<file path="src/rtl/core/anvcp_pkg.sv">
// Shared types and constants for the name=value command parser.
// No dependencies.
`default_nettype none
package anvcp_pkg;
	localparam logic [7:0] CH_BANG = 8'h21;
	localparam logic [7:0] CH_EQ   = 8'h3D;
	localparam logic [7:0] CH_US   = 8'h5F;
	localparam logic [7:0] CH_CR   = 8'h0D;
	localparam logic [7:0] CH_LF   = 8'h0A;
	localparam logic [7:0] CH_PLUS = 8'h2B;
	localparam logic [7:0] CH_MINUS = 8'h2D;
	localparam logic [7:0] CH_DOT  = 8'h2E;
	localparam int TABLE_LEN = 3;

	localparam logic [2:0] ST_OK      = 3'd0;
	localparam logic [2:0] ST_UNKNOWN = 3'd1;
	localparam logic [2:0] ST_SYNTAX  = 3'd2;
	localparam logic [2:0] ST_OVF     = 3'd3;
	localparam logic [2:0] ST_EMPTY   = 3'd4;
	localparam logic [1:0] IDX_NONE   = 2'd3;

	// controller -> datapath
	typedef struct packed {
		logic byte_en;   // consume a byte other than '!', CR or LF
		logic clear;     // restart command
		logic conv_init; // load fraction converter
		logic conv_step; // one fraction digit
		logic commit;    // produce result and store
	} dp_cmd_t;

	// datapath -> controller
	typedef struct packed {
		logic conv_done;
	} dp_stat_t;

	function automatic logic [7:0] name_char(input int t, input int p);
		logic [7:0] c;
		c = 8'h00;
		case (t)
			0: case (p) 0: c = "s"; 1: c = "p"; 2: c = "e"; 3: c = "e"; 4: c = "d";
				default: c = 8'h00; endcase
			1: case (p) 0: c = "a"; 1: c = "n"; 2: c = "g"; 3: c = "l"; 4: c = "e";
				default: c = 8'h00; endcase
			2: case (p) 0: c = "m"; 1: c = "i"; 2: c = "t"; default: c = 8'h00; endcase
			default: c = 8'h00;
		endcase
		return c;
	endfunction

	function automatic int name_len(input int t);
		return (t == 2) ? 3 : 5;
	endfunction
endpackage
`default_nettype wire

</file>
<file path="src/rtl/core/anvcp_ctrl.sv">
// Controller state machine for the command parser.
// Depends on anvcp_pkg.
`default_nettype none
module anvcp_ctrl (
	input  wire logic clk,
	input  wire logic arst_n,
	input  wire logic in_valid,
	output logic in_stall,
	input  wire logic [7:0] rx_byte,
	output logic out_valid,
	input  wire logic out_stall,
	output anvcp_pkg::dp_cmd_t cmd,
	input  anvcp_pkg::dp_stat_t stat
);
	import anvcp_pkg::*;
	typedef enum logic [1:0] {S_IDLE, S_INIT, S_CONV, S_OUT} state_t;
	state_t state_q;
	logic acc, bang;

	assign in_stall = (state_q != S_IDLE);
	assign acc = in_valid && !in_stall;
	assign bang = rx_byte == CH_BANG;

	always_comb begin
		cmd = '0;
		cmd.byte_en = acc && !bang && rx_byte != CH_CR && rx_byte != CH_LF;
		cmd.conv_init = (state_q == S_INIT);
		cmd.conv_step = (state_q == S_CONV) && !stat.conv_done;
		cmd.commit = (state_q == S_CONV) && stat.conv_done;
		cmd.clear = cmd.commit;
	end

	always_ff @(posedge clk or negedge arst_n) begin
		if (!arst_n) begin
			state_q <= S_IDLE;
			out_valid <= 1'b0;
		end else begin
			unique case (state_q)
				S_IDLE: if (acc && bang) state_q <= S_INIT;
				S_INIT: state_q <= S_CONV;
				S_CONV: if (stat.conv_done) begin
					state_q <= S_OUT;
					out_valid <= 1'b1;
				end
				S_OUT: if (!out_stall) begin
					out_valid <= 1'b0;
					state_q <= S_IDLE;
				end
				default: state_q <= S_IDLE;
			endcase
		end
	end

	property p_valid_in_out;
		@(posedge clk) disable iff (!arst_n) out_valid |-> state_q == S_OUT;
	endproperty
	a_valid_in_out: assert property (p_valid_in_out) else $error("out_valid outside S_OUT");
	a_commit_once: assert property (@(posedge clk) disable iff (!arst_n)
		cmd.commit |=> !cmd.commit) else $error("double commit");
	a_no_accept_busy: assert property (@(posedge clk) disable iff (!arst_n)
		out_valid |-> in_stall) else $error("accept while result pending");
endmodule
`default_nettype wire

</file>
<file path="config.mk">
export PLATFORM = sky130hd
export DESIGN_NAME = anvcp_ctrl
export DESIGN_NICKNAME = d
export VERILOG_FILES = /design/src/rtl/core/anvcp_pkg.sv /design/src/rtl/core/anvcp_ctrl.sv
export SDC_FILE = /design/constraint.sdc
export NUM_CORES = 1
export LEC_CHECK = 0
export ABC_CLOCK_PERIOD_IN_PS = 4820
export BUFFER_PORTS_ARGS = -buffer_cell sky130_fd_sc_hd__buf_2
export CELL_PAD_IN_SITES_DETAIL_PLACEMENT = 0
export CELL_PAD_IN_SITES_GLOBAL_PLACEMENT = 2
export CORE_UTILIZATION = 21
export CTS_CLUSTER_SIZE = 28
export DETAILED_ROUTE_END_ITERATION = 7
export PLACE_DENSITY_LB_ADDON = 0.08
export SLEW_MARGIN = 40
export SYNTH_ARGS = -nofsm -noshare
export SYNTH_HDL_FRONTEND = slang
export SYNTH_SLANG_ARGS = --single-unit
</file>
<file path="constraint.sdc">
create_clock -name clk -period 4.82 [get_ports clk]
set_clock_uncertainty 0.15 [all_clocks]
set_input_delay 0.723 -clock clk [delete_from_list [all_inputs] [get_ports clk]]
set_output_delay 0.723 -clock clk [all_outputs]
set_load 0.1 [all_outputs]
</file>
==> impl_metrics.toml, run 1 <==
[worst_setup_path]
endpoint_kind = "output port"
cp.arrival_ps = 1790
cp-start-kind = "input port"
cp_max_fo = 3
cp.required_ps = 3950
timing.rr.start = "state_q[0]$_DFFE_PN0P_"
regToRegEndpoint = "state_q[1]$_DFFE_PN0P_"
r2r_cells = 6
rrSetupSlack_ps = 3100
worst-setup-path-type = "input port to output port"

[clock_tree]
cts.repair.resized = 0
post_cts_buffers = 0
hold_buffers = 0
numCtsBuffers = 3
clock-root-buffer = "clkbuf_4"
clk_latency_ps = 220
htree_levels = 1
path_clk_slew_ps = 30
cts_max_path_buffers = 2
cts.sinks = 3
cts_tree = "done"

[die]
initial_core_util_pct = 22.89
rows = 13
die_area_sq_um = 1592
die_width_um = 39.90
core-area_sq_um = 1318
ios = 20
die_y_um = 39.90

[drt]
wl_met2_um = 329
first_pass_iters = 4
topRoutingLayerUsed = "met3"
wl_per_cell_um = 10.17
vias = 312
detail-route-antenna-nets = 0
drc_errors = 0
wl_met3_um = 62
drt_wl_total_um = 712
drt-met1-wl_um = 320
detail_route.iter0.violations = 5
via_per_inst = 4.457

[logic_synthesis]
ys_seq_area_share_pct = 24.90
synth_area_sq_um = 301.5
synthTopCellsByArea = "dfrtp_1 (25%), ha_1 (21%), mux2i_1 (6.6%)"
syn_nets = 51
syn_inst = 33
ys_types = 18
avgSynthCellArea_sq_um = 9.138
yosysTopAreaCellShare_pct = 24.90
yosysTopAreaCell = "dfrtp_1"
yosysWarnings = 0
ys_ff_latch = 3

[timing]
fmax_mhz = 374.8
period_share_pct = 55.35
setup_viol = 0
setup_tns_ps = 0
period_minus_slack_ps = 2668
slew_viol_final = 0
rsz0062_at_grt = "false"
tightestPinTransition_ps = 486.4
final_hold_viol_count = 0
slew_headroom_pct = 67.80

[grt]
grt_pass1_vias = 250
grt_first_pass_wirelength_um = 897
grt_max_degree = 5
antenna_found_initial = 0
grt_usage_pct = 8.528
grt_remaining_overflow = 0

[outcome]
outcome = "finished clean"

[cells_and_area]
num_antenna_cells = 0
mostFrequentLayoutCells = "buf_2 (19), inv_1 (5), ha_1 (5)"
final_nets = 74
synthToLayoutAreaGrowth_pct = 43.98
mostFrequentLayoutCell = "buf_2"
layout-drive-gt1-share_pct = 43.64

[place]
port-buffer-count = 19
place_congestion = 0.6778
hpwl_um = 630.5

[run]
drv_cap = 0

[hold_path]
hold_class = "input port to async pin"
metrics by stage:
step                std cells  utilization, %  worst slack [ps]  hold slack [ps]  cell area (sq um)
floorplan                  33               -              1913            277.4              301.5
global placement           66           30.96              2202            367.0              407.9
detailed placement         66           30.96              2149            368.8              407.9
CTS                        70           32.95              2150            125.4              434.2
global route               70           32.95              2041            121.8              434.2
finish                     70           32.95              2152            132.6              434.2
cell usage after synthesis:
| master | count |
|---|---|
| nand4b_1 | 2 |
| and4bb_2 | 1 |
| nand2_1 | 1 |
| inv_1 | 5 |
| a221o_1 | 1 |
| o22ai_1 | 1 |
| o2111a_1 | 1 |
| nor3_1 | 1 |
| mux2i_1 | 2 |
| nand2b_1 | 1 |
| nor2_1 | 3 |
| mux2_2 | 1 |
| buf_4 | 1 |
| o21ai_0 | 2 |
| nand4_1 | 1 |
| ha_1 | 5 |
| and2_1 | 1 |
| dfrtp_1 | 3 |
worst max path at each step:
| stage | start | endpoint | slack (ps) |
|---|---|---|---|
| 5_1_grt | rx_byte[4] | cmd[4] | 2040 |
| 3_3_place_gp | rx_byte[4] | cmd[4] | 2200 |
| 3_5_place_dp | rx_byte[4] | cmd[4] | 2150 |
| 4_1_cts | rx_byte[4] | cmd[4] | 2150 |
| 6_report | rx_byte[4] | cmd[4] | 2150 |
| 2_1_floorplan | stat | state_q[1]$_DFFE_PN0P_ | 1910 |
logic make-up after synthesis:
family | count (synthesis) | share of synthesized area [%]
buffers and inverters | 6 | 8.715
AO/OA/AOI/OAI | 5 | 12.45
adder cells (fa/ha/maj) | 5 | 20.75
flip-flops | 3 | 24.90
AND/OR/NAND/NOR | 11 | 22.82
multiplexers | 3 | 10.37
layout make-up:
class	instances	area, sq um
fill	152	883.3
tap	15	18.77
multi-input combinational	24	200.2
clock buffer	4	26.28
timing repair buffer	19	95.09
sequential	3	75.07
inverter	5	18.77
worst max-delay path, stage by stage:
cell and delay, ps:
buf_2 90, nor3_1 310, nand4_1 130, o2111a_1 240
buf_2 290
routing by layer:
metal / global-route usage (%) / up-vias
met5: 0 / -
met3: 2.841 / 0
met4: 2.586 / 0
met1: 9.122 / 141
li1: - / 161
met2: 15.32 / 10
sequential cells by signal, indices dropped and copies added, names as in the netlist:
name       cells
state_q        2
out_valid      1
Power of run 1 is left out: the tool's default activity adds up to more than one toggle a clock period on the data nets, which glitch-free logic cannot reach.
==> inputs of run 2 (changes only) <==
ABC_CLOCK_PERIOD_IN_PS = 2300   (was 4820)
CORE_UTILIZATION = 18   (was 21)
clock period = 2.3 ns   (was 4.82 ns; I/O delays follow)
==> run 2 against run 1 <==
Net effect:
- global-route usage up 1.2 points
- first-iteration DRC count shrank 60%
- final area up 4.6%
- sequential cell count unchanged
- routed wire length grew 13%
- die area grew 16%
- cell count up 2.9%
- worst hold slack better by 120 ps
- critical path depth fell by 1
- register-to-register slack got worse by 2500 ps
- utilization decreased by 3.5 points
==> impl_metrics.toml, run 2 (same netlist as run 1, synthesis figures left out) <==
[outcome]
outcome = "finished clean"

[die]
rows = 14
core-area_sq_um = 1541
die_y_um = 42.93
initial_core_util_pct = 19.56
die_width_um = 42.93
die_area_sq_um = 1843
ios = 20

[grt]
grt_max_degree = 5
antenna_found_initial = 0
grt_usage_pct = 9.765
grt_pass1_vias = 340
grt_remaining_overflow = 0
grt_first_pass_wirelength_um = 1297

[worst_setup_path]
cp-start-kind = "register"
worst-setup-path-type = "register to output port"
endpoint_kind = "output port"
cp_max_fo = 4
cp.arrival_ps = 1600
cp.required_ps = 1800

[cells_and_area]
largest_reg_flops = 2
fill_cells = 184
multi_input_area_sq_um = 209.0
mostFrequentLayoutCell = "buf_2"
top_register = "state_q"
synthToLayoutAreaGrowth_pct = 50.62
mostFrequentLayoutCells = "buf_2 (19), inv_1 (5), ha_1 (5), clkbuf_4 (3), dfrtp_1 (3)"
final_nets = 75
num_antenna_cells = 0
regArea_sq_um = 75.07
layout-drive-gt1-share_pct = 46.43
reg_top3 = "state_q (2), out_valid (1)"

[timing]
slew_headroom_pct = 67.97
period_share_pct = 90.97
slew_viol_final = 0
period_minus_slack_ps = 2092
setup_viol = 0
rsz0062_at_grt = "false"
fmax_mhz = 477.9
tightestPinTransition_ps = 483.7
final_hold_viol_count = 0
setup_tns_ps = 0

[hold_path]
hold_class = "input port to register"

[clock_tree]
path_clk_slew_ps = 40
cts_max_path_buffers = 2
clock-root-buffer = "clkbuf_4"
numCtsBuffers = 3
clk_latency_ps = 230
cts.sinks = 3
post_cts_buffers = 0
cts_tree = "done"
cts.repair.resized = 0
htree_levels = 1

[place]
hpwl_um = 714.8
place_congestion = 0.7426
port-buffer-count = 19

[drt]
via_per_inst = 4.472
drc_errors = 0
detail-route-antenna-nets = 0
wl_per_cell_um = 11.18
first_pass_iters = 2
drt_wl_total_um = 805
vias = 322
detail_route.iter0.violations = 2

[run]
drv_cap = 0
run 2: through the flow:
step | cell area (sq um) | setup WS [ps] | hold slack (ps) | util (%) | cells
after CTS | 454.2 | 177.3 | 251.8 | 29.46 | 72
after detailed placement | 417.9 | 326.2 | -8.222 | 27.11 | 67
after global placement | 417.9 | 433.6 | -11.71 | 27.11 | 67
after global routing | 454.2 | 122.5 | 270.0 | 29.46 | 72
final | 454.2 | 207.7 | 248.9 | 29.46 | 72
after floorplan | 310.3 | 222.2 | -100.6 | - | 33
run 2: area by class of cell:
| class | instances | share of cell area, % |
|---|---|---|
| Multi-Input combinational cell | 24 | 46.01 |
| Clock buffer | 4 | 5.785 |
| Inverter | 5 | 4.132 |
| Timing Repair Buffer | 20 | 23.14 |
| Sequential cell | 3 | 16.53 |
| Tap cell | 16 | 4.408 |
run 2: per-layer routing:
metal  global-route usage (%)  up-vias  part of all wire, %
li1                         -      162                    -
met1                    8.269      149                   35
met2                    16.97       11                   54
met3                    6.383        0                   11
met4                    5.455        0                    0
met5                        0        -                    0
run 2: path summary, 6_finish.rpt:
kind,start,to,slack [ps],depth (start not counted)
setup / recovery,state_q[0]$_DFFE_PN0P_,cmd[4],210,4
hold / removal,out_stall,out_valid$_DFFE_PN0P_,250,3
setup reg to reg,state_q[0]$_DFFE_PN0P_,state_q[1]$_DFFE_PN0P_,580,6
hold reg to reg,out_valid$_DFFE_PN0P_,out_valid$_DFFE_PN0P_,410,2
max in group asynchronous,arst_n,state_q[0]$_DFFE_PN0P_,1600,2
min in group asynchronous,arst_n,state_q[1]$_DFFE_PN0P_,300,2
run 2: critical path, cell delays in order, from the launching register on:
cell and delay (ps):
dfrtp_1 400, inv_1 130, ha_1 230, o2111a_1 190, buf_2 420
run 2: timing repair:
item / CTS / global route
setup endpoints to repair: 0 / 0
hold endpoints to repair: 3 / 0
hold buffers: 1 / 0
Power of run 2 is left out for the same reason.
